**src/rtl/bus_slot_arbiter_assert.svh**
```systemverilog
`ifndef BUS_SLOT_ARBITER_ASSERT_SVH
`define BUS_SLOT_ARBITER_ASSERT_SVH

// Same-cycle check on clk, off while arst_n is low.
`define BSA_ASSERT_NOW(label, ante, cons, msg) \
	label: assert property (@(posedge clk) disable iff (!arst_n) (ante) |-> (cons)) \
		else $error(msg);

// Check in the cycle after the antecedent.
`define BSA_ASSERT_NEXT(label, ante, cons, msg) \
	label: assert property (@(posedge clk) disable iff (!arst_n) (ante) |=> (cons)) \
		else $error(msg);

`endif

```
**src/rtl/bsa_pkg.sv**
```systemverilog
package bsa_pkg;

	localparam int MODE_W  = 3;
	localparam int DEV_W   = 3;
	localparam int TAG_W   = 8;
	localparam int KIND_W  = 3;
	localparam int SLOT_W  = 3;
	localparam int MASK_W  = 8;
	localparam int ERR_W   = 2;
	localparam int CFG_W   = 8;
	localparam int CFG_IW  = 2;
	localparam int CNT_W   = 8;

	localparam int CMDQ_AW    = 1;
	localparam int CMDQ_DEPTH = 1 << CMDQ_AW;

	localparam logic [MODE_W-1:0] MODE_ACCESS = 3'd0;
	localparam logic [MODE_W-1:0] MODE_MEMREQ = 3'd1;
	localparam logic [MODE_W-1:0] MODE_MEMRSP = 3'd2;
	localparam logic [MODE_W-1:0] MODE_INFO   = 3'd3;
	localparam logic [MODE_W-1:0] MODE_TICK   = 3'd4;

	localparam logic [KIND_W-1:0] KIND_GRANT   = 3'd0;
	localparam logic [KIND_W-1:0] KIND_QUEUED  = 3'd1;
	localparam logic [KIND_W-1:0] KIND_TAKEN   = 3'd2;
	localparam logic [KIND_W-1:0] KIND_RELEASE = 3'd3;
	localparam logic [KIND_W-1:0] KIND_INFO    = 3'd4;
	localparam logic [KIND_W-1:0] KIND_ERROR   = 3'd5;

	localparam logic [ERR_W-1:0] ERR_NONE    = 2'd0;
	localparam logic [ERR_W-1:0] ERR_NO_SLOT = 2'd1;
	localparam logic [ERR_W-1:0] ERR_NO_TAG  = 2'd2;
	localparam logic [ERR_W-1:0] ERR_Q_FULL  = 2'd3;

	localparam logic [CFG_IW-1:0] REG_SLOTS   = 2'd0;
	localparam logic [CFG_IW-1:0] REG_DEVICES = 2'd1;
	localparam logic [CFG_IW-1:0] REG_MEMMASK = 2'd2;

	localparam logic [3:0]        SLOTS_RESET   = 4'd1;
	localparam logic [3:0]        DEVICES_RESET = 4'd8;
	localparam logic [MASK_W-1:0] MEMMASK_RESET = 8'd0;

	localparam int GRANTS_PER_TICK = 8;

	typedef enum logic [2:0] {
		OP_ACCESS = 3'd0,
		OP_MEMREQ = 3'd1,
		OP_MEMRSP = 3'd2,
		OP_INFO   = 3'd3,
		OP_TICK   = 3'd4
	} op_t;

	typedef enum logic [1:0] {
		BK_IDLE,
		BK_EVAL,
		BK_RESP,
		BK_GRANT
	} bk_state_t;

	typedef struct packed {
		op_t               op;
		logic [DEV_W-1:0]  device;
		logic [TAG_W-1:0]  tag;
		logic [MASK_W-1:0] mask_other;
		logic [MASK_W-1:0] mask_mem;
	} cmd_t;

	typedef struct packed {
		logic full;
		logic empty;
	} cmdq_stat_t;

	typedef struct packed {
		logic [KIND_W-1:0] kind;
		logic [DEV_W-1:0]  target_device;
		logic [SLOT_W-1:0] slot;
		logic [MASK_W-1:0] deliver_mask;
		logic [ERR_W-1:0]  error_code;
		logic              last;
	} res_t;

endpackage

```
**src/rtl/bsa_ifs.sv**
```systemverilog
interface bsa_item_if;
	logic                            valid;
	logic                            ready;
	logic [bsa_pkg::MODE_W-1:0]      mode;
	logic [bsa_pkg::DEV_W-1:0]       device;
	logic [bsa_pkg::TAG_W-1:0]       request_tag;

	modport source (output valid, mode, device, request_tag, input ready);
	modport sink   (input valid, mode, device, request_tag, output ready);
endinterface

interface bsa_result_if;
	logic                            valid;
	logic                            ready;
	logic [bsa_pkg::KIND_W-1:0]      kind;
	logic [bsa_pkg::DEV_W-1:0]       target_device;
	logic [bsa_pkg::SLOT_W-1:0]      slot;
	logic [bsa_pkg::MASK_W-1:0]      deliver_mask;
	logic [bsa_pkg::ERR_W-1:0]       error_code;
	logic                            last;

	modport source (output valid, kind, target_device, slot, deliver_mask, error_code, last,
		input ready);
	modport sink   (input valid, kind, target_device, slot, deliver_mask, error_code, last,
		output ready);
endinterface

```
**src/rtl/bsa_cmd_fifo.sv**
```systemverilog
`include "bus_slot_arbiter_assert.svh"

module bsa_cmd_fifo (
	input  logic                clk,
	input  logic                arst_n,
	input  logic                push,
	input  bsa_pkg::cmd_t       wdata,
	input  logic                pop,
	output bsa_pkg::cmd_t       rdata,
	output bsa_pkg::cmdq_stat_t stat
);

	localparam int AW = bsa_pkg::CMDQ_AW;

	bsa_pkg::cmd_t  entry_q [bsa_pkg::CMDQ_DEPTH];
	logic [AW-1:0]  wptr_q;
	logic [AW-1:0]  rptr_q;
	logic [AW:0]    count_q;

	assign stat.full  = (count_q == (AW+1)'(bsa_pkg::CMDQ_DEPTH));
	assign stat.empty = (count_q == '0);
	assign rdata      = entry_q[rptr_q];

	always_ff @(posedge clk or negedge arst_n) begin
		if (!arst_n) begin
			wptr_q  <= '0;
			rptr_q  <= '0;
			count_q <= '0;
		end else begin
			if (push)
				wptr_q <= wptr_q + 1'b1;
			if (pop)
				rptr_q <= rptr_q + 1'b1;
			if (push && !pop)
				count_q <= count_q + 1'b1;
			else if (pop && !push)
				count_q <= count_q - 1'b1;
		end
	end

	always_ff @(posedge clk) begin
		if (push)
			entry_q[wptr_q] <= wdata;
	end

	`BSA_ASSERT_NOW(a_cmdq_no_overflow, push && !pop, !stat.full, "command queue overflow")
	`BSA_ASSERT_NOW(a_cmdq_no_underflow, pop, !stat.empty, "command queue underflow")

endmodule

```
**src/rtl/bsa_front.sv**
```systemverilog
module bsa_front #(
	parameter int MAX_DEVICES = 8
) (
	bsa_item_if.sink                          item,
	input  logic [$clog2(MAX_DEVICES+1)-1:0]  eff_dev,
	input  logic [bsa_pkg::MASK_W-1:0]        mem_mask,
	input  bsa_pkg::cmdq_stat_t               qstat,
	output logic                              push,
	output bsa_pkg::cmd_t                     cmd
);

	logic keep;

	assign item.ready = !qstat.full;
	assign push       = item.valid && item.ready && keep;

	// classify the beat and work out who may hear it
	always_comb begin
		keep   = 1'b1;
		cmd.op = bsa_pkg::OP_ACCESS;
		unique case (item.mode)
			bsa_pkg::MODE_ACCESS: cmd.op = bsa_pkg::OP_ACCESS;
			bsa_pkg::MODE_MEMREQ: cmd.op = bsa_pkg::OP_MEMREQ;
			bsa_pkg::MODE_MEMRSP: cmd.op = bsa_pkg::OP_MEMRSP;
			bsa_pkg::MODE_INFO:   cmd.op = bsa_pkg::OP_INFO;
			bsa_pkg::MODE_TICK:   cmd.op = bsa_pkg::OP_TICK;
			default:              keep   = 1'b0;
		endcase

		cmd.device = item.device;
		cmd.tag    = item.request_tag;
		for (int i = 0; i < bsa_pkg::MASK_W; i++)
			cmd.mask_other[i] = (i < eff_dev) && (bsa_pkg::DEV_W'(i) != item.device);
		cmd.mask_mem = cmd.mask_other & mem_mask;
	end

endmodule

```
**src/rtl/bsa_back.sv**
```systemverilog
`include "bus_slot_arbiter_assert.svh"

module bsa_back #(
	parameter int MAX_SLOTS   = 8,
	parameter int MAX_DEVICES = 8
) (
	input  logic                              clk,
	input  logic                              arst_n,
	input  bsa_pkg::cmdq_stat_t               qstat,
	input  bsa_pkg::cmd_t                     cmd,
	output logic                              pop,
	input  logic [$clog2(MAX_SLOTS+1)-1:0]    eff_slots,
	input  logic [$clog2(MAX_SLOTS+1)-1:0]    init_slots,
	input  logic [$clog2(MAX_DEVICES+1)-1:0]  eff_dev,
	input  logic                              reinit,
	bsa_result_if.source                      result
);

	localparam int SIW = (MAX_SLOTS > 1) ? $clog2(MAX_SLOTS) : 1;
	localparam int FCW = $clog2(MAX_SLOTS+1);
	localparam int FSW = $clog2(2*MAX_SLOTS);
	localparam int DIW = $clog2(MAX_DEVICES);
	localparam int WCW = $clog2(MAX_DEVICES+1);
	localparam int WSW = $clog2(2*MAX_DEVICES);
	localparam int CW  = bsa_pkg::CNT_W;
	localparam int GW  = $clog2(bsa_pkg::GRANTS_PER_TICK);

	bsa_pkg::bk_state_t state_q, state_nx;
	bsa_pkg::cmd_t      cmd_q;
	bsa_pkg::res_t      res, res_q;
	logic               out_vld_q;

	logic [CW-1:0]         avail_q;
	logic [CW-1:0]         freed_q;
	logic [DIW-1:0]        whead_q;
	logic [WCW-1:0]        wcount_q;
	logic [bsa_pkg::DEV_W-1:0] wq_q [MAX_DEVICES];
	logic [SIW-1:0]        fq_q [MAX_SLOTS];
	logic [SIW-1:0]        fhead_q;
	logic [FCW-1:0]        fcount_q;
	logic [bsa_pkg::TAG_W-1:0] tag_q [MAX_SLOTS];
	logic [MAX_SLOTS-1:0]  busy_q;
	logic [MAX_SLOTS-1:0]  match_q;
	logic [GW-1:0]         ngrant_q;

	logic           emit_ok, emit;
	logic           do_grant, do_queue, do_take, do_release, do_info;
	logic           do_match, do_tick_add, do_tgrant;
	logic [WSW-1:0] wtail_sum;
	logic [DIW-1:0] wtail, whead_nx;
	logic [FSW-1:0] ftail_sum;
	logic [SIW-1:0] ftail, fhead_nx, take_slot, rsp_slot;
	logic           rsp_found, grant_more, grant_last;
	logic [CW:0]    tick_sum;
	logic [CW-1:0]  freed_inc;

	assign emit_ok = !out_vld_q || result.ready;

	// ring indices, wrap by compare and subtract
	assign wtail_sum = WSW'(whead_q) + WSW'(wcount_q);
	assign wtail     = (wtail_sum >= WSW'(MAX_DEVICES)) ?
		DIW'(wtail_sum - WSW'(MAX_DEVICES)) : DIW'(wtail_sum);
	assign whead_nx  = (whead_q == DIW'(MAX_DEVICES-1)) ? '0 : whead_q + 1'b1;
	assign ftail_sum = FSW'(fhead_q) + FSW'(fcount_q);
	assign ftail     = (ftail_sum >= FSW'(MAX_SLOTS)) ?
		SIW'(ftail_sum - FSW'(MAX_SLOTS)) : SIW'(ftail_sum);
	assign fhead_nx  = (fhead_q == SIW'(MAX_SLOTS-1)) ? '0 : fhead_q + 1'b1;
	assign take_slot = fq_q[fhead_q];

	assign tick_sum  = {1'b0, avail_q} + {1'b0, freed_q};
	assign freed_inc = (freed_q == '1) ? freed_q : freed_q + 1'b1;

	// lowest busy slot whose tag matched
	always_comb begin
		rsp_slot = '0;
		for (int i = MAX_SLOTS-1; i >= 0; i--)
			if (match_q[i])
				rsp_slot = SIW'(i);
	end
	assign rsp_found = |match_q;

	assign grant_more = (avail_q != '0) && (wcount_q != '0);
	assign grant_last = (avail_q == CW'(1)) || (wcount_q == WCW'(1)) ||
		(ngrant_q == GW'(bsa_pkg::GRANTS_PER_TICK-1));

	always_comb begin
		state_nx = state_q;
		unique case (state_q)
			bsa_pkg::BK_IDLE:
				if (!qstat.empty)
					state_nx = bsa_pkg::BK_EVAL;
			bsa_pkg::BK_EVAL: begin
				unique case (cmd_q.op)
					bsa_pkg::OP_MEMRSP: state_nx = bsa_pkg::BK_RESP;
					bsa_pkg::OP_TICK:   state_nx = bsa_pkg::BK_GRANT;
					default:            if (emit_ok) state_nx = bsa_pkg::BK_IDLE;
				endcase
			end
			bsa_pkg::BK_RESP:
				if (emit_ok)
					state_nx = bsa_pkg::BK_IDLE;
			bsa_pkg::BK_GRANT:
				if (!grant_more || (emit_ok && grant_last))
					state_nx = bsa_pkg::BK_IDLE;
			default: state_nx = bsa_pkg::BK_IDLE;
		endcase
	end

	always_comb begin
		pop         = 1'b0;
		emit        = 1'b0;
		do_grant    = 1'b0;
		do_queue    = 1'b0;
		do_take     = 1'b0;
		do_release  = 1'b0;
		do_info     = 1'b0;
		do_match    = 1'b0;
		do_tick_add = 1'b0;
		do_tgrant   = 1'b0;
		res               = '0;
		res.target_device = cmd_q.device;
		res.last          = 1'b1;
		unique case (state_q)
			bsa_pkg::BK_IDLE: pop = !qstat.empty;
			bsa_pkg::BK_EVAL: begin
				unique case (cmd_q.op)
					bsa_pkg::OP_ACCESS: begin
						emit = emit_ok;
						if (avail_q != '0) begin
							res.kind = bsa_pkg::KIND_GRANT;
							do_grant = emit_ok;
						end else if (wcount_q >= WCW'(eff_dev)) begin
							res.kind       = bsa_pkg::KIND_ERROR;
							res.error_code = bsa_pkg::ERR_Q_FULL;
						end else begin
							res.kind = bsa_pkg::KIND_QUEUED;
							do_queue = emit_ok;
						end
					end
					bsa_pkg::OP_MEMREQ: begin
						emit = emit_ok;
						if (fcount_q == '0) begin
							res.kind       = bsa_pkg::KIND_ERROR;
							res.error_code = bsa_pkg::ERR_NO_SLOT;
						end else begin
							res.kind         = bsa_pkg::KIND_TAKEN;
							res.slot         = bsa_pkg::SLOT_W'(take_slot);
							res.deliver_mask = cmd_q.mask_mem;
							do_take          = emit_ok;
						end
					end
					bsa_pkg::OP_MEMRSP: do_match = 1'b1;
					bsa_pkg::OP_INFO: begin
						emit             = emit_ok;
						res.kind         = bsa_pkg::KIND_INFO;
						res.deliver_mask = cmd_q.mask_other;
						do_info          = emit_ok;
					end
					bsa_pkg::OP_TICK: do_tick_add = 1'b1;
					default: ;
				endcase
			end
			bsa_pkg::BK_RESP: begin
				emit = emit_ok;
				if (rsp_found) begin
					res.kind         = bsa_pkg::KIND_RELEASE;
					res.slot         = bsa_pkg::SLOT_W'(rsp_slot);
					res.deliver_mask = cmd_q.mask_other;
					do_release       = emit_ok;
				end else begin
					res.kind       = bsa_pkg::KIND_ERROR;
					res.error_code = bsa_pkg::ERR_NO_TAG;
				end
			end
			bsa_pkg::BK_GRANT: begin
				res.kind          = bsa_pkg::KIND_GRANT;
				res.target_device = wq_q[whead_q];
				res.last          = grant_last;
				if (grant_more) begin
					emit      = emit_ok;
					do_tgrant = emit_ok;
				end
			end
			default: ;
		endcase
	end

	always_ff @(posedge clk or negedge arst_n) begin
		if (!arst_n)
			state_q <= bsa_pkg::BK_IDLE;
		else
			state_q <= state_nx;
	end

	always_ff @(posedge clk or negedge arst_n) begin
		if (!arst_n) begin
			avail_q  <= CW'(bsa_pkg::SLOTS_RESET);
			freed_q  <= '0;
			whead_q  <= '0;
			wcount_q <= '0;
			fhead_q  <= '0;
			fcount_q <= FCW'(bsa_pkg::SLOTS_RESET);
			busy_q   <= '0;
			ngrant_q <= '0;
			for (int i = 0; i < MAX_SLOTS; i++)
				fq_q[i] <= SIW'(i);
		end else if (reinit) begin
			avail_q  <= CW'(init_slots);
			freed_q  <= '0;
			whead_q  <= '0;
			wcount_q <= '0;
			fhead_q  <= '0;
			fcount_q <= FCW'(init_slots);
			busy_q   <= '0;
			ngrant_q <= '0;
			for (int i = 0; i < MAX_SLOTS; i++)
				fq_q[i] <= SIW'(i);
		end else begin
			if (do_grant)
				avail_q <= avail_q - 1'b1;
			if (do_queue)
				wcount_q <= wcount_q + 1'b1;
			if (do_take) begin
				fhead_q           <= fhead_nx;
				fcount_q          <= fcount_q - 1'b1;
				busy_q[take_slot] <= 1'b1;
			end
			if (do_release) begin
				busy_q[rsp_slot] <= 1'b0;
				freed_q          <= freed_inc;
				if (fcount_q < FCW'(MAX_SLOTS)) begin
					fq_q[ftail] <= rsp_slot;
					fcount_q    <= fcount_q + 1'b1;
				end
			end
			if (do_info)
				freed_q <= freed_inc;
			if (do_tick_add) begin
				avail_q  <= tick_sum[CW] ? '1 : tick_sum[CW-1:0];
				freed_q  <= '0;
				ngrant_q <= '0;
			end
			if (do_tgrant) begin
				whead_q  <= whead_nx;
				wcount_q <= wcount_q - 1'b1;
				avail_q  <= avail_q - 1'b1;
				ngrant_q <= ngrant_q + 1'b1;
			end
		end
	end

	always_ff @(posedge clk) begin
		if (pop)
			cmd_q <= cmd;
		if (do_queue)
			wq_q[wtail] <= cmd_q.device;
		if (do_take)
			tag_q[take_slot] <= cmd_q.tag;
		if (do_match)
			for (int i = 0; i < MAX_SLOTS; i++)
				match_q[i] <= busy_q[i] && (tag_q[i] == cmd_q.tag);
		if (emit)
			res_q <= res;
	end

	// output register decouples the result beat from the sequencer
	always_ff @(posedge clk or negedge arst_n) begin
		if (!arst_n)
			out_vld_q <= 1'b0;
		else if (emit)
			out_vld_q <= 1'b1;
		else if (result.ready)
			out_vld_q <= 1'b0;
	end

	assign result.valid         = out_vld_q;
	assign result.kind          = res_q.kind;
	assign result.target_device = res_q.target_device;
	assign result.slot          = res_q.slot;
	assign result.deliver_mask  = res_q.deliver_mask;
	assign result.error_code    = res_q.error_code;
	assign result.last          = res_q.last;

	`BSA_ASSERT_NOW(a_slot_conserve, 1'b1, (32'(fcount_q) + $countones(busy_q)) == 32'(eff_slots), "slot lost or duplicated")
	`BSA_ASSERT_NOW(a_wait_bound, 1'b1, 32'(wcount_q) <= MAX_DEVICES, "wait queue count beyond depth")
	`BSA_ASSERT_NEXT(a_tick_ends, do_tgrant && res.last, state_q == bsa_pkg::BK_IDLE, "tick grants past last beat")

endmodule

```
**src/rtl/bus_slot_arbiter.sv**
```systemverilog
// Channel   Dir  Beat                                          Accepted when
// item      in   mode, device, request_tag                     valid && ready
// result    out  kind, target_device, slot, deliver_mask,      valid && ready
//                error_code, last
// wr_*      in   wr_index, wr_data                             wr_en
//
// An item is taken into a two-entry command queue the cycle it arrives; ready drops only
// when that queue is full. The sequencer loads a command in one state and executes it in
// the next; a memory response does the tag match, then the release. A cycle-start tick
// adds the freed slots, then grants one waiter per cycle while the result register can
// take a beat, at most eight grants, and grants nothing when no slot or waiter is left.
// The result register takes a new beat in the cycle the old one is taken; a stalled
// result holds the sequencer only. Control registers reset at once, no clearing pass.
module bus_slot_arbiter #(
	parameter int MAX_SLOTS   = 8,
	parameter int MAX_DEVICES = 8
) (
	input  logic                        clk,
	input  logic                        arst_n,
	bsa_item_if.sink                    item,
	bsa_result_if.source                result,
	input  logic                        wr_en,
	input  logic [bsa_pkg::CFG_IW-1:0]  wr_index,
	input  logic [bsa_pkg::CFG_W-1:0]   wr_data
);

	localparam int SCW = $clog2(MAX_SLOTS+1);
	localparam int EDW = $clog2(MAX_DEVICES+1);

	logic [3:0]                 slots_q;
	logic [3:0]                 devices_q;
	logic [bsa_pkg::MASK_W-1:0] memmask_q;
	logic [SCW-1:0]             eff_slots;
	logic [SCW-1:0]             init_slots;
	logic [EDW-1:0]             eff_dev;
	logic                       reinit;

	logic                push, pop;
	bsa_pkg::cmd_t       cmd_in, cmd_out;
	bsa_pkg::cmdq_stat_t qstat;

	assign reinit = wr_en && (wr_index == bsa_pkg::REG_SLOTS);

	always_ff @(posedge clk or negedge arst_n) begin
		if (!arst_n) begin
			slots_q   <= bsa_pkg::SLOTS_RESET;
			devices_q <= bsa_pkg::DEVICES_RESET;
			memmask_q <= bsa_pkg::MEMMASK_RESET;
		end else if (wr_en) begin
			unique case (wr_index)
				bsa_pkg::REG_SLOTS:   slots_q   <= wr_data[3:0];
				bsa_pkg::REG_DEVICES: devices_q <= wr_data[3:0];
				bsa_pkg::REG_MEMMASK: memmask_q <= wr_data;
				default: ;
			endcase
		end
	end

	// clamp the configured counts to what the storage holds
	assign eff_slots = (32'(slots_q) > MAX_SLOTS) ? SCW'(MAX_SLOTS) : SCW'(slots_q);
	assign eff_dev   = (devices_q == '0) ? EDW'(1) :
		(32'(devices_q) > MAX_DEVICES) ? EDW'(MAX_DEVICES) : EDW'(devices_q);

	// reinitialisation takes the slot count being written, not the old one
	assign init_slots = (32'(wr_data[3:0]) > MAX_SLOTS) ? SCW'(MAX_SLOTS) :
		SCW'(wr_data[3:0]);

	bsa_front #(
		.MAX_DEVICES (MAX_DEVICES)
	) u_front (
		.item     (item),
		.eff_dev  (eff_dev),
		.mem_mask (memmask_q),
		.qstat    (qstat),
		.push     (push),
		.cmd      (cmd_in)
	);

	bsa_cmd_fifo u_cmdq (
		.clk    (clk),
		.arst_n (arst_n),
		.push   (push),
		.wdata  (cmd_in),
		.pop    (pop),
		.rdata  (cmd_out),
		.stat   (qstat)
	);

	bsa_back #(
		.MAX_SLOTS   (MAX_SLOTS),
		.MAX_DEVICES (MAX_DEVICES)
	) u_back (
		.clk        (clk),
		.arst_n     (arst_n),
		.qstat      (qstat),
		.cmd        (cmd_out),
		.pop        (pop),
		.eff_slots  (eff_slots),
		.init_slots (init_slots),
		.eff_dev    (eff_dev),
		.reinit     (reinit),
		.result     (result)
	);

endmodule

```
**src/flat_wrapper.sv**
```systemverilog
// flat-port wrapper written by rule: the top's interface ports become plain ports
module bus_slot_arbiter_flat 
#(
	parameter int MAX_SLOTS   = 8,
	parameter int MAX_DEVICES = 8
)
  (clk, arst_n, wr_en, wr_index, wr_data, item_valid, item_mode, item_device, item_request_tag, item_ready, result_valid, result_kind, result_target_device, result_slot, result_deliver_mask, result_error_code, result_last, result_ready);
  bsa_item_if item_i ();
  bsa_result_if result_i ();
  input  logic clk;
  input  logic arst_n;
  input  logic wr_en;
  input  logic [bsa_pkg::CFG_IW-1:0] wr_index;
  input  logic [bsa_pkg::CFG_W-1:0] wr_data;
  input wire logic [$bits(item_i.valid)-1:0] item_valid;
  input wire logic [$bits(item_i.mode)-1:0] item_mode;
  input wire logic [$bits(item_i.device)-1:0] item_device;
  input wire logic [$bits(item_i.request_tag)-1:0] item_request_tag;
  output wire logic [$bits(item_i.ready)-1:0] item_ready;
  output wire logic [$bits(result_i.valid)-1:0] result_valid;
  output wire logic [$bits(result_i.kind)-1:0] result_kind;
  output wire logic [$bits(result_i.target_device)-1:0] result_target_device;
  output wire logic [$bits(result_i.slot)-1:0] result_slot;
  output wire logic [$bits(result_i.deliver_mask)-1:0] result_deliver_mask;
  output wire logic [$bits(result_i.error_code)-1:0] result_error_code;
  output wire logic [$bits(result_i.last)-1:0] result_last;
  input wire logic [$bits(result_i.ready)-1:0] result_ready;
  assign item_i.valid = item_valid;
  assign item_i.mode = item_mode;
  assign item_i.device = item_device;
  assign item_i.request_tag = item_request_tag;
  assign item_ready = item_i.ready;
  assign result_valid = result_i.valid;
  assign result_kind = result_i.kind;
  assign result_target_device = result_i.target_device;
  assign result_slot = result_i.slot;
  assign result_deliver_mask = result_i.deliver_mask;
  assign result_error_code = result_i.error_code;
  assign result_last = result_i.last;
  assign result_i.ready = result_ready;
  bus_slot_arbiter #(.MAX_SLOTS(MAX_SLOTS), .MAX_DEVICES(MAX_DEVICES)) u_core (.clk(clk), .arst_n(arst_n), .item(item_i), .result(result_i), .wr_en(wr_en), .wr_index(wr_index), .wr_data(wr_data));
endmodule
```
**config.mk**
```make
export PLATFORM = sky130hd
export DESIGN_NAME = bus_slot_arbiter_flat
export DESIGN_NICKNAME = d
export VERILOG_FILES = /design/src/rtl/bsa_pkg.sv /design/src/rtl/bsa_ifs.sv /design/src/rtl/bsa_cmd_fifo.sv /design/src/rtl/bsa_front.sv /design/src/rtl/bsa_back.sv /design/src/rtl/bus_slot_arbiter.sv /design/src/flat_wrapper.sv
export VERILOG_INCLUDE_DIRS = /design/src /design/src/rtl
export SDC_FILE = /design/constraint.sdc
export NUM_CORES = 1
export LEC_CHECK = 0
export ABC_AREA = 1
export BUFFER_PORTS_ARGS = -buffer_cell sky130_fd_sc_hd__buf_2
export CAP_MARGIN = 30
export CORE_ASPECT_RATIO = 1.4
export CORE_MARGIN = 1
export CORE_UTILIZATION = 45
export DETAILED_ROUTE_END_ITERATION = 16
export SYNTH_ARGS = -nofsm -noshare
export SYNTH_HDL_FRONTEND = slang
export SYNTH_HIERARCHICAL = 1
export SYNTH_SLANG_ARGS = --single-unit
export TNS_END_PERCENT = 10
```
**constraint.sdc**
```tcl
create_clock -name clk -period 3.3 [get_ports clk]
set_input_delay 0.495 -clock clk [delete_from_list [all_inputs] [get_ports clk]]
set_output_delay 0.495 -clock clk [all_outputs]
set_load 0.01 [all_outputs]
```
Word level (Yosys, flattened, before mapping)
Memories as Yosys holds them, arrays and structs flattened. A register that Yosys moved wholly into a read port is not among the register bits.
Index checks and enable logic that the tools add are counted.
{"block": "totals", "regBits": 112, "mem_bits_rw": 148, "output_inout_bits": 22, "wordCells": 291, "mem_count": 3}
{"memory": "u_core.u_back.tag_q", "words": 8, "width": 8, "read_ports": 8, "rd_ports_with_merged_regs": 0, "wr": 1, "line": "bsa_back.sv:41", "rtl": "logic [bsa_pkg::TAG_W-1:0] tag_q [MAX_SLOTS];"}
{"memory": "u_core.u_cmdq.entry_q", "words": 2, "width": 30, "read_ports": 1, "rd_ports_with_merged_regs": 1, "wr": 1, "line": "bsa_cmd_fifo.sv:15", "rtl": "bsa_pkg::cmd_t entry_q [bsa_pkg::CMDQ_DEPTH];"}
{"memory": "u_core.u_back.wq_q", "words": 8, "width": 3, "read_ports": 1, "rd_ports_with_merged_regs": 0, "wr": 1, "line": "bsa_back.sv:37", "rtl": "logic [bsa_pkg::DEV_W-1:0] wq_q [MAX_DEVICES];"}
{"block": "op_classes", "n_addsub": 18, "magnitude_cmp": 21, "n_eq_ne": 37, "muxes": 113, "bitwise": 6, "n_reduce_logical": 63}
{"op": "$mux W8", "count": 14}
{"op": "$mux W3", "count": 28}
{"op": "$mux W24", "count": 3}
{"op": "$eq A8 B8 Y1", "count": 8}
{"op": "$mux W4", "count": 10}
{"op": "$mux W1", "count": 34}
{"op": "$logic_and A1 B1 Y1", "count": 26}
{"op": "$pmux W13 S2", "count": 1}
{"op": "$bwmux W24", "count": 1}
{"op": "$mux W11", "count": 2}
{"op": "$and A8 B8 Y8", "count": 2}
{"op": "$ge A4 B4 Y1 const B", "count": 4}
{"op": "$lt A3 B4 Y1 const A", "count": 4}
{"op": "$mux W2", "count": 8}
{"op": "$pmux W8 S2", "count": 1}
{"op": "$eq A3 B3 Y1 const B", "count": 5}
{"op": "$eq A3 B2 Y1 const B", "count": 4}
{"op": "$ne A3 B3 Y1 const A", "count": 4}
{"op": "$pmux W3 S4", "count": 1}
{"op": "$reduce_bool A2 Y1", "count": 6}
{"op": "$reduce_bool A4 Y1", "count": 3}
{"op": "$add A3 B1 Y3 const B", "count": 3}
{"op": "$add A8 B8 Y9", "count": 1}
{"op": "$bmux W3 S3", "count": 1}
{"op": "47 further kinds", "count": 84}

Logic depth before layout (Yosys ltp)
Gate-level depths: netlist of the first run.
{"block": "logic_depth", "word_depth": 16, "mapped_depth": 13}

Hierarchy
Netlist of the first run, hierarchy kept.
{"mod": "bsa_back", "n_inst": 1, "cells_per_inst": 1141, "area_per_inst_um2": 10875.4}
{"mod": "bsa_cmd_fifo", "n_inst": 1, "cells_per_inst": 118, "area_per_inst_um2": 2379.8}
{"mod": "bus_slot_arbiter", "n_inst": 1, "cells_per_inst": 92, "area_per_inst_um2": 780.7}
{"mod": "bsa_front", "n_inst": 1, "cells_per_inst": 76, "area_per_inst_um2": 349.1}

Least setup slack after synthesis of the first run
No wires, ideal clock.
{"block": "synth_path", "path_kind": "register to register", "startpoint": "register u_core.u_back.state_q[0]", "endpoint": "register u_core.u_cmdq.count_q[1]", "setup_ns": 0.117, "t_arrival_ns": 2.784, "setup_slack_ns": 0.399, "stages_incl_launch_ff": 11, "synth_period_minus_slack_ns": 2.901, "path_cell_list": "dfrtp_1 > inv_1 > ha_1 > inv_1 > nor2_1 > inv_1 > ha_1 > inv_1 > nand3_1 > nand2_1 > nand2_1"}
{"block": "synth_via", "elab_chain_len": 5, "word_cells_on_any_way": 7, "classes_between": "mux: 2; reduce/logical: 5"}
{"element": "start: declaration", "line": "bsa_back.sv:28", "rtl": "bsa_pkg::bk_state_t state_q, state_nx;"}
{"element": "start signal: assignment", "line": "bsa_back.sv:190", "rtl": "state_q <= bsa_pkg::BK_IDLE;"}
{"element": "start signal: assignment", "line": "bsa_back.sv:192", "rtl": "state_q <= state_nx;"}
{"element": "$logic_not A2 Y1 *", "line": "bsa_back.sv:123", "rtl": "unique case (state_q)"}
{"element": "$mux W1 *", "line": "bsa_back.sv:123"}
{"element": "net u_core.pop", "line": "bus_slot_arbiter.sv:38", "rtl": "logic push, pop;"}
{"element": "$logic_not A1 Y1", "line": "bsa_cmd_fifo.sv:34", "rtl": "if (push && !pop)"}
{"element": "$logic_and A1 B1 Y1", "line": "bsa_cmd_fifo.sv:34"}
{"element": "$mux W2 or $reduce_bool A2 Y1 (tied branches)"}
{"element": "end signal: assignment", "line": "bsa_cmd_fifo.sv:35", "rtl": "count_q <= count_q + 1'b1;"}
{"element": "end signal: assignment", "line": "bsa_cmd_fifo.sv:37", "rtl": "count_q <= count_q - 1'b1;"}
{"element": "end: declaration", "line": "bsa_cmd_fifo.sv:18", "rtl": "logic [AW:0] count_q;"}
Mark *: on every way through the listed nets, which the timed path passes. The rest lies on a longest branch.
A chain may end at the register's enable or synchronous reset.

Worst setup path after layout of the first run
{"block": "layout_path", "startpoint": "register u_core.devices_q[1]", "endpoint": "memory u_core/u_back/wq_q[0][2] in the netlist's numbering (enable)"}
{"block": "layout_via", "elab_chain_len": 10, "word_cells_on_any_way": 11, "classes_between": "order compare: 2; mux: 8; reduce/logical: 1"}
{"element": "start: declaration", "line": "bus_slot_arbiter.sv:31", "rtl": "logic [3:0] devices_q;"}
{"element": "start signal: assignment", "line": "bus_slot_arbiter.sv:47", "rtl": "devices_q <= bsa_pkg::DEVICES_RESET;"}
{"element": "start signal: assignment", "line": "bus_slot_arbiter.sv:52", "rtl": "bsa_pkg::REG_DEVICES: devices_q <= wr_data[3:0];"}
{"element": "$gt A4 B4 Y1", "line": "bus_slot_arbiter.sv:62", "rtl": "(32'(devices_q) > MAX_DEVICES) ? EDW'(MAX_DEVICES) : EDW'(devices_q);"}
{"element": "$mux W4", "line": "bus_slot_arbiter.sv:62"}
{"element": "$mux W4 *", "line": "bus_slot_arbiter.sv:61", "rtl": "assign eff_dev = (devices_q == '0) ? EDW'(1) :"}
{"element": "net u_core.eff_dev[1]", "line": "bus_slot_arbiter.sv:35", "rtl": "logic [EDW-1:0] eff_dev;"}
{"element": "$ge A4 B4 Y1 *", "line": "bsa_back.sv:132", "rtl": "end else if (wcount_q >= WCW'(eff_dev)) begin"}
{"element": "$mux W1 *", "line": "bsa_back.sv:132"}
{"element": "$mux W1 *", "line": "bsa_back.sv:129", "rtl": "if (avail_q != '0) begin"}
{"element": "$mux W1 *", "line": "bsa_back.sv:126", "rtl": "unique case (cmd_q.op)"}
{"element": "$mux W1 *", "line": "bsa_back.sv:123"}
{"element": "$mux W1 *", "line": "bsa_back.sv:255", "rtl": "if (do_queue)"}
{"element": "$mux W1 (implied by the code) *", "line": "bsa_back.sv:256", "rtl": "wq_q[wtail] <= cmd_q.device;"}
{"element": "end: declaration", "line": "bsa_back.sv:37"}
Marked as above.

==> results of run 1 <==
power by group:
part           internal, W  leakage (nW)  switching [W]
combinational      0.00153          3.17        0.00292
sequential         0.00507          2.96       0.000750
clock              0.00166         0.410        0.00134
state kept, by name, summed over array words and instances, names as in the netlist, 8 cells and up:
name / count
u_core/u_back/tag_q: 64
u_core/u_cmdq/entry_q: 60
u_core/u_back/cmd_q: 30
u_core/u_back/fq_q: 24
u_core/u_back/wq_q: 24
u_core/memmask_q: 8
u_core/u_back/avail_q: 8
u_core/u_back/busy_q: 8
u_core/u_back/freed_q: 8
u_core/u_back/match_q: 8
u_core/u_back/result.deliver_mask: 8
routing by layer:
metal	wire length, microns	global-route usage (%)	vias up	part of all wire [%]
met2	16600	36.9	246	51
met3	1340	2.14	53	4.1
met4	957	8.34	0	2.9
li1	-	-	4850	-
met5	0	0	-	0
met1	13700	25.2	4755	42
worst paths after layout:
| kind | startpoint | to | depth (start not counted) |
|---|---|---|---|
| setup / recovery | u_core/devices_q[1]$_DFFE_PN0P_ | u_core/u_back/wq_q[0][2]$_DFFE_PP_ | 12 |
| min in group asynchronous | arst_n | u_core/u_back/avail_q[3]$_DFFE_PN0P_ | 2 |
| hold / removal | item_request_tag[4] | u_core/u_cmdq/entry_q[1][20]$_DFFE_PP_ | 1 |
| max in group asynchronous | arst_n | u_core/devices_q[3]$_DFFE_PN1P_ | 3 |
| setup reg to reg | u_core/devices_q[1]$_DFFE_PN0P_ | u_core/u_back/wq_q[0][2]$_DFFE_PP_ | 12 |
| hold reg to reg | u_core/memmask_q[4]$_DFFE_PN0P_ | u_core/memmask_q[4]$_DFFE_PN0P_ | 2 |
layout by cell type (no fill, tap or decap), types with 15 or more instances in the layout:
cell type,count
xor2_1,21
nor2_1,139
xnor2_1,22
a21oi_1,47
ha_1,36
nand2_1,299
inv_1,159
buf_2,49
clkbuf_16,27
dfstp_2,15
edfxtp_1,206
mux2_2,30
o22ai_1,23
o21ai_0,49
buf_4,22
nand3_1,93
dfrtp_1,69
worst max-delay path, cell delays in order, from the launching register on:
cell	delay [ns]
dfrtp_1	0.39
nor2_1	0.14
nand2_1	0.06
a21oi_1	0.31
inv_1	0.09
ha_1	0.32
inv_1	0.06
o21bai_1	0.06
nand3_1	0.06
nand3_1	0.15
nor2_4	0.22
nand2_1	0.16
nor2_1	0.26
final cells by class:
| class | instances | area share [%] |
|---|---|---|
| inverter | 171 | 4.08 |
| clock buffer | 38 | 4.75 |
| clock inverter | 11 | 0.613 |
| multi-input combinational | 900 | 31.7 |
| sequential | 290 | 52.9 |
| tap | 390 | 3.11 |
| timing repair buffer | 73 | 2.85 |
stage by stage:
| stage | utilization (%) | setup WS (ns) |
|---|---|---|
| after floorplan | - | 0.399 |
| after global placement | 48.0 | 0.728 |
| after detailed placement | 48.1 | 0.690 |
| after CTS | 50.8 | 0.660 |
| after global routing | 50.8 | 0.439 |
| final | 50.8 | 0.663 |
==> key figures, run 1 <==
Outcome
  – Status: finished with violations
  – Violated checks: DRC

STA
  – Clock skew: 0.0204 ns
  – Crit path time final: 2.64 ns
  – Tcrit/Tclk final: 79.9%
  – Post-route setup TNS: 0 ns
  – WHS: 0.128 ns
  – Final setup violating endpoints: 0
  – Slew headroom: 44.6%
  – Hold Vio Cnt, Final: 0
  – Tightest Pin Transition: 0.828 ns
  – RSZ-0062 raised after global routing: no
  – Max-slew violation count: 0
  – Achievable Freq: 379 MHz

Cells and area
  – Layout cell share with drive strength beyond 1: 14.2%
  – Area growth from synthesis to layout: 10.7%
  – Final #Nets: 1531
  – Register area: 8310 sq um
  – Layout filler cell count: 2803
  – Multi-input logic area: 4990 sq um
  – Design Area, Final: 15700 sq um
  – Final non-filler cell total: 1873
  – # diodes: 0

Floorplan
  – Core ar.: 30900 sq um
  – Die H: 212 microns
  – Starting Density: 45.9%
  – Row count: 76
  – I/O pins: 51
  – Die area: 32300 sq um
  – DIE WIDTH: 152 microns

Route
  – Drc violations: 4
  – Drt pass-1 iters: 11
  – Routed WL: 32600 microns
  – Routed Antenna Nets: 0
  – Vias: 9904
  – Drt wl/cell: 17.4 microns
  – Starting DRT DRC Count: 627
  – Drt via density: 5.29

Setup path
  – Startpoint types: flop
  – Worst setup EP type: flop
  – Crit path arrival time: 2.87 ns
  – Crit path max fanout: 5
  – Class of the most critical setup path: reg -> reg
  – WP data required: 3.54 ns
  – Reg2reg setup slack: 0.66 ns

Place
  – Placer congestion estimate: 0.922
  – DP Area: 14900 sq um
  – I/O Buffers: 50
  – Placed instance count: 1823
  – DP HPWL: 23500 microns

Synth
  – Post-synthesis cell area: 14200 sq um
  – Synthesis warning total: 6
  – Syn Inst Count: 1402
  – Syn avg cell area: 10.1 sq um
  – Syn nets: 1470

Power
  – Worst vdd ir: 0.000475 V
  – Lkg Pwr: 6.54 nW
  – Post-route total power: 0.0133 W
  – PD cells: 845 nW/um^2

Clock network
  – H-tree depth: 1
  – Clock Path Buffers: 3
  – Skew-Pair Late Insertion Delay: 0.57 ns
  – CTS tree: done
  – Clock sinks: 290
  – Hold Buf Count CTS: 1
  – Root Driver: clkbuf_16
  – Post-CTS Setup Inserts: 0
  – Reg clk slew, reported paths: 0.06 ns
  – Num CTS Buffers: 27
  – Resized cells post-CTS: 0

Global route
  – Gr ovfl total: 0
  – First-pass GRT wire length: 51300 microns
  – Largest net degree at the start of global routing: 53
  – Antenna violations before repair: 0
  – Gr usage total: 20.5%
  – Vias in the first global route: 9672

Flow run
  – Max-Cap Viols: 0

Min path
  – Tightest Hold Check Type: in -> reg
Power figures use the tool's default switching activity.
==> inputs of run 2 (changes only) <==
==> constraint.sdc (replaced) <==
create_clock -name clk -period 2.7 [get_ports clk]
set_input_delay 0.405 -clock clk [delete_from_list [all_inputs] [get_ports clk]]
set_output_delay 0.405 -clock clk [all_outputs]
set_load 0.01 [all_outputs]
==> run 2 against run 1 <==
The run still ends with DRC left. First-iteration DRC count shrank 30%. Sequential share of layout area decreased by 0.60 points. Combinational power rose by 26%. Sequential power rose by 21%. Critical path depth unchanged. Clock-buffer cell count decreased by 8. Critical endpoint is now u_core/u_back/wq_q[5][1]$_DFFE_PP_. Highest routed layer unchanged.
==> key figures, run 2 (synthesis results as in run 1) <==
Clock network
  – Clock Path Buffers: 3 (unchanged)
  – H-tree depth: 1 (unchanged)
  – Num CTS Buffers: 28 (+3.7%)
  – Root Driver: clkbuf_16
  – Clock sinks: 290 (unchanged)
  – Resized cells post-CTS: 0 (unchanged)
  – Reg clk slew, reported paths: 0.07 ns (about the same)
  – CTS tree: done
  – Skew-Pair Late Insertion Delay: 0.57 ns (about the same)

STA
  – Achievable Freq: 409 MHz (+8.0%)
  – Max-slew violation count: 0 (unchanged)
  – Tightest Pin Transition: 0.596 ns (-0.232 ns)
  – Tcrit/Tclk final: 90.5% (+11 points)
  – Slew headroom: 60.2% (+16 points)
  – RSZ-0062 raised after global routing: yes
  – WHS: 0.0314 ns (-0.0966 ns)
  – Clock skew: 0.00886 ns (-0.0116 ns)
  – Hold Vio Cnt, Final: 0 (unchanged)
  – Crit path time final: 2.44 ns (-0.194 ns)
  – Final setup violating endpoints: 0 (unchanged)

Place
  – Placer congestion estimate: 0.853 (-7.5%)
  – DP HPWL: 23200 microns (-1.2%)
  – Placed instance count: 1836 (+0.71%)
  – I/O Buffers: 50 (unchanged)

Power
  – Post-route total power: 0.0165 W (+25%)
  – Lkg Pwr: 6.64 nW (+1.6%)
  – Worst vdd ir: 0.000764 V (+61%)
  – PD cells: 1040 nW/um^2 (+23%)

Global route
  – Gr usage total: 20.5% (about the same)
  – Gr ovfl total: 0 (unchanged)
  – Most used routing layer: met2
  – Antenna violations before repair: 0 (unchanged)
  – GRT met1 Usage: 25.2% (about the same)
  – Met3 Usage GRT: 2.67% (+0.53 points)
  – Met2 Usage GRT: 36.3% (-0.60 points)
  – Largest net degree at the start of global routing: 85 (+60%)
  – First-pass GRT wire length: 51200 microns (-0.23%)
  – Vias in the first global route: 9823 (+1.6%)

Flow run
  – Max-Cap Viols: 0 (unchanged)

Cells and area
  – Layout cell share with drive strength beyond 1: 15.7% (+1.5 points)
  – Area growth from synthesis to layout: 12.0%
  – Top reg by flops: u_core/u_back/tag_q
  – Max reg flops: 64 (unchanged)
  – # diodes: 0 (unchanged)
  – Final non-filler cell total: 1889 (+0.85%)
  – Final #Nets: 1545 (+0.91%)
  – Final Core Density: 51.4% (+0.58 points)
  – Most common cell after layout, fill and taps aside: nand2_1
  – Most frequent cells in the layout: 299 x nand2_1, 206 x edfxtp_1, 159 x inv_1, 139 x nor2_1, 93 x nand3_1
  – Largest registers: u_core/u_back/tag_q (64), u_core/u_cmdq/entry_q (60), u_core/u_back/cmd_q (30)

Floorplan
  – I/O pins: 51 (unchanged)
  – Row count: 76 (unchanged)
  – Starting Density: 45.9% (unchanged)
  – DIE WIDTH: 152 microns (unchanged)
  – Die area: 32300 sq um (unchanged)
  – Core ar.: 30900 sq um (unchanged)
  – Die H: 212 microns (unchanged)

Setup path
  – Reg2reg setup slack: 0.26 ns (-0.41 ns)
  – WP data required: 2.95 ns (-0.59 ns)
  – Class of the most critical setup path: reg -> reg
  – Crit path largest cell delay: 0.39 ns (about the same)
  – Crit path arrival time: 2.69 ns (-0.18 ns)
  – Worst setup EP type: flop
  – Slowest cell on crit path: dfrtp_1
  – Crit path cell chain: nor2_1, nand2_1, a21oi_1, inv_1, ha_1, inv_1, o21bai_1, nand3_1, nand3_1, nor2_4, nand2_1, nor2_1
  – Startpoint types: flop
  – Crit path max fanout: 4 (-1)
  – FF-to-FF path depth: 12 (unchanged)

Route
  – Routed WL: 32200 microns (-1.2%)
  – Drt pass-1 iters: 11 (unchanged)
  – Drc violations: 3 (-1)
  – Routed Antenna Nets: 0 (unchanged)
  – Drt wl/cell: 17.0 microns (-2.0%)
  – Starting DRT DRC Count: 440 (-30%)
  – Drt via density: 5.24 (-0.88%)
  – Vias: 9901 (-0.030%)

Outcome
  – Status: finished with violations
  – Violated checks: DRC

Min path
  – Tightest Hold Check Type: in -> reg
  – Hold Crit Depth: 1 (unchanged)
-- run 2: critical path: cells and delay by family, from the launching register on --
family | cells | cell delay, ns
simple gates | 7 | 1.07
fa+ha+maj | 1 | 0.30
buf+inv | 2 | 0.13
flops | 1 | 0.39
compound gates | 2 | 0.24
-- run 2: final timing paths --
check,to,startpoint
max in group asynchronous,u_core/u_back/fq_q[13]$_DFFE_PN1P_,arst_n
setup / recovery,u_core/u_back/wq_q[5][1]$_DFFE_PP_,u_core/devices_q[1]$_DFFE_PN0P_
setup reg to reg,u_core/u_back/wq_q[5][1]$_DFFE_PP_,u_core/devices_q[1]$_DFFE_PN0P_
min in group asynchronous,u_core/u_back/freed_q[4]$_DFFE_PN0P_,arst_n
hold / removal,u_core/u_cmdq/entry_q[1][23]$_DFFE_PP_,item_request_tag[7]
hold reg to reg,u_core/u_back/fq_q[4]$_DFFE_PN1P_,u_core/u_back/fq_q[4]$_DFFE_PN1P_
-- run 2: cell type report --
class	count	area (sq um)
inverter	171	642
tap	390	488
fill	2771	15000
sequential	290	8310
timing repair buffer	86	551
clock inverter	22	211
clock buffer	30	708
multi-input combinational	900	4990
-- run 2: timing repair --
action | in CTS | in global routing
endpoints found under the setup margin | 0 | 6
setup buffers | 0 | 0
endpoints found under the hold margin | 69 | 0
hold buffers | 1 | 0
-- run 2: metrics by stage --
stage / cell area, sq um / setup slack [ns] / TNS [ns]
global route: 15900 / -0.00471 / -0.0124
CTS: 15900 / 0.236 / 0
floorplan: 14200 / 0.0589 / 0
global placement: 15000 / 0.321 / 0
detailed placement: 15000 / 0.254 / 0
finish: 15900 / 0.257 / 0
-- run 2: metal layers --
metal / wire, microns / up-vias
met4: 1130 / 0
met2: 15900 / 250
li1: - / 4883
met3: 1580 / 79
met5: 0 / -
met1: 13600 / 4689
-- run 2: report_power, final --
part / switching [W] / total (W) / internal, W
sequential: 0.000835 / 0.00702 / 0.00619
clock: 0.00176 / 0.00389 / 0.00213
combinational: 0.00366 / 0.00563 / 0.00197
==> inputs of run 3 (changes only) <==
--- a/config.mk
+++ b/config.mk
@@ -12,7 +12,9 @@
 export CORE_ASPECT_RATIO = 1.4
 export CORE_MARGIN = 1
 export CORE_UTILIZATION = 45
+export CTS_BUF_LIST = sky130_fd_sc_hd__clkbuf_4
 export DETAILED_ROUTE_END_ITERATION = 16
+export PLACE_DENSITY = 0.64
 export SYNTH_ARGS = -nofsm -noshare
 export SYNTH_HDL_FRONTEND = slang
 export SYNTH_HIERARCHICAL = 1
==> constraint.sdc (replaced) <==
create_clock -name clk -period 2.7 [get_ports clk]
set_input_delay 0.405 -clock clk [delete_from_list [all_inputs] [get_ports clk]]
set_output_delay 0.405 -clock clk [all_outputs]
set_load 0.05 [all_outputs]
==> run 3 against run 2 <==
The run still ends with DRC left. Clock power decreased by 2%. Combinational power is 4.3% higher. Core utilization rose by 0.72 points. Register-to-register slack got worse by 0.07 ns. Via count up 3.6%. Critical path type unchanged. Highest routed layer unchanged.
==> key figures, run 3 (synthesis results as in run 1) <==
Cells and area
  – Area growth from synthesis to layout: 13.5%
  – Top reg by flops: u_core/u_back/tag_q
  – Max reg flops: 64 (unchanged)
  – Most frequent cells in the layout: 299 x nand2_1, 206 x edfxtp_1, 159 x inv_1, 134 x nor2_1, 105 x clkbuf_4
  – Layout cell share with drive strength beyond 1: 18.9% (+3.2 points)
  – Final #Nets: 1602 (+3.7%)
  – Largest registers: u_core/u_back/tag_q (64), u_core/u_cmdq/entry_q (60), u_core/u_back/cmd_q (30)
  – Most common cell after layout, fill and taps aside: nand2_1
  – Design Area, Final: 16100 sq um (+1.4%)

Floorplan
  – Core ar.: 30900 sq um (unchanged)
  – Die H: 212 microns (unchanged)
  – I/O pins: 51 (unchanged)
  – Die area: 32300 sq um (unchanged)
  – Row count: 76 (unchanged)
  – DIE WIDTH: 152 microns (unchanged)
  – Starting Density: 45.9% (unchanged)

Route
  – Vias: 10300 (+3.6%)
  – Starting DRT DRC Count: 547 (+24%)
  – Drt wl/cell: 15.9 microns (-6.8%)
  – Drt via density: 5.17 (-1.3%)
  – Routed WL: 31500 microns (-2.2%)
  – Drc violations: 8 (+5)
  – Routed Antenna Nets: 0 (unchanged)
  – Drt pass-1 iters: 11 (unchanged)

Power
  – Lkg Pwr: 6.82 nW (+2.7%)
  – Sequential share of power: 42.1% (-0.3 points)
  – Switching Fraction: 39.1% (+1.3 points)
  – PD cells: 1040 nW/um^2 (-0.16%)
  – NetSw: 0.00654 W (+4.6%)
  – Logic pwr share: 35.0% (+1.0 points)
  – Clk pwr share: 22.9% (-0.6 points)
  – Worst vdd ir: 0.000661 V (-13%)
  – Cell Int Power: 0.0102 W (-0.82%)

Global route
  – Vias in the first global route: 10200 (+4.1%)
  – First-pass GRT wire length: 50600 microns (-1.2%)
  – Gr ovfl total: 0 (unchanged)
  – Gr usage total: 20.1% (-0.44 points)
  – Antenna violations before repair: 1 (+1)
  – Largest net degree at the start of global routing: 36 (-58%)

Place
  – Placer congestion estimate: 0.899 (+5.4%)
  – I/O Buffers: 50 (unchanged)
  – Pre-CTS setup slack: 0.119 ns (-0.135 ns)
  – DP HPWL: 22300 microns (-3.8%)
  – DP Area: 14900 sq um (-0.25%)

STA
  – Slew headroom: 49.4% (-11 points)
  – Tightest Pin Transition: 0.759 ns (+0.164 ns)
  – Setup ws final: 0.191 ns (-0.0664 ns)
  – Achievable Freq: 399 MHz (-2.6%)
  – Hold Vio Cnt, Final: 0 (unchanged)
  – RSZ-0062 raised after global routing: yes
  – Clock skew: 0.0428 ns (+0.0339 ns)
  – Final setup violating endpoints: 0 (unchanged)
  – Tcrit/Tclk final: 92.9% (+2.5 points)
  – Crit path time final: 2.51 ns (+0.0664 ns)
  – Max-slew violation count: 0 (unchanged)

Clock network
  – Root Driver: clkbuf_4
  – Clock sinks: 290 (unchanged)
  – Reg clk slew, reported paths: 0.06 ns (about the same)
  – H-tree depth: 3 (+2)
  – CTS tree: done
  – Clock Path Buffers: 3 (unchanged)
  – Num CTS Buffers: 72 (+160%)
  – Skew-Pair Late Insertion Delay: 0.70 ns (+0.13 ns)

Setup path
  – Class of the most critical setup path: reg -> reg
  – Startpoint types: flop
  – Crit path arrival time: 2.86 ns (+0.17 ns)
  – R2R Path Start: u_core/devices_q[1]$_DFFE_PN0P_
  – Crit path max fanout: 5 (+1)
  – Worst setup EP type: flop
  – Reg2reg setup slack: 0.19 ns (-0.07 ns)
  – WP data required: 3.05 ns (+0.10 ns)
  – RR Endpoint: u_core/u_back/wq_q[6][0]$_DFFE_PP_
  – FF-to-FF path depth: 12 (unchanged)

Min path
  – Worst min-delay path startpoint: item_mode[2]
  – Hold Crit Depth: 2 (+1)
  – Tightest Hold Check Type: in -> reg
  – Worst Hold End: u_core/u_cmdq/entry_q[0][28]$_DFFE_PP_

Flow run
  – Max-Cap Viols: 0 (unchanged)

Outcome
  – Status: finished with violations
  – Violated checks: DRC
## run 3: cell types whose count changed in the layout (fill, tap and decap cells not counted), sizes merged
cell and delta:
diode +1, clkbuf +75, buf -5, bufinv +1, clkinvlp -4, dlygate4sd3 +18, clkinv +7
## run 3: repair_timing
| action | in CTS | in global routing |
|---|---|---|
| hold endpoints to repair | 73 | 0 |
| buffers inserted | 0 | 0 |
| resized for setup | 0 | 6 |
| hold buffers | 19 | 0 |
| endpoints found under the setup margin | 0 | 24 |
## run 3: metrics by stage
stage	total power [W]	cells	util [%]	hold WS [ns]	setup TNS, ns
after global routing	0.0179	1982	52.1	0.0309	-0.249
after floorplan	0.0113	1402	-	0.109	-0.301
after global placement	0.0128	1831	48.3	0.384	0
after CTS	0.0169	1981	52.1	0.0141	0
after detailed placement	0.0130	1831	48.3	0.383	0
final	0.0167	1982	52.1	0.0770	0
## run 3: how the worst max path moves through the flow
stage / startpoint / to / slack (ns) / cells past startpoint
global placement: u_core/devices_q[1]$_DFFE_PN0P_ / u_core/u_back/wq_q[5][1]$_DFFE_PP_ / 0.22 / 12
floorplan: u_core/u_back/state_q[0]$_DFFE_PN0P_ / u_core/u_cmdq/count_q[1]$_DFFE_PN0P_ / -0.20 / 10
detailed placement: u_core/devices_q[1]$_DFFE_PN0P_ / u_core/u_back/wq_q[3][1]$_DFFE_PP_ / 0.12 / 12
global route: u_core/devices_q[1]$_DFFE_PN0P_ / u_core/u_back/wq_q[4][2]$_DFFE_PP_ / -0.05 / 12
CTS: u_core/devices_q[1]$_DFFE_PN0P_ / u_core/u_back/wq_q[6][1]$_DFFE_PP_ / 0.10 / 12
finish: u_core/devices_q[1]$_DFFE_PN0P_ / u_core/u_back/wq_q[6][0]$_DFFE_PP_ / 0.19 / 12
## run 3: routing by layer
| metal | global-route usage (%) | part of all wire [%] | vias up |
|---|---|---|---|
| met2 | 37.7 | 53 | 241 |
| li1 | - | - | 5039 |
| met1 | 22.2 | 40 | 4911 |
| met4 | 8.59 | 2.5 | 0 |
| met3 | 3.59 | 4.0 | 63 |
| met5 | 0 | 0 | - |
## run 3: power groups by stage
stage	registers (W)	logic, W	clock network (W)
after global placement	0.00711	0.00573	0
after CTS	0.00705	0.00588	0.00398
final	0.00704	0.00587	0.00383
after global routing	0.00716	0.00655	0.00419
after floorplan	0.00717	0.00411	0
after detailed placement	0.00713	0.00584	0
## run 3: cell type report
class | instances | area, sq um
fill | 2787 | 14800
antenna | 1 | 2.50
sequential | 290 | 8310
clock buffer | 105 | 788
inverter | 171 | 642
multi-input combinational | 900 | 5000
timing repair buffer | 99 | 693
clock inverter | 26 | 191
tap | 390 | 488
## run 3: critical path, stage by stage (launching register included)
cell and delay (ns):
dfrtp_1 0.39, nor2_1 0.14, nand2_1 0.09, a21oi_2 0.22, inv_1 0.08, ha_1 0.31
inv_1 0.06, o21bai_1 0.06, nand3_1 0.07, nand3_1 0.14, nor2_4 0.21, nand2_1 0.16
nor2_1 0.25
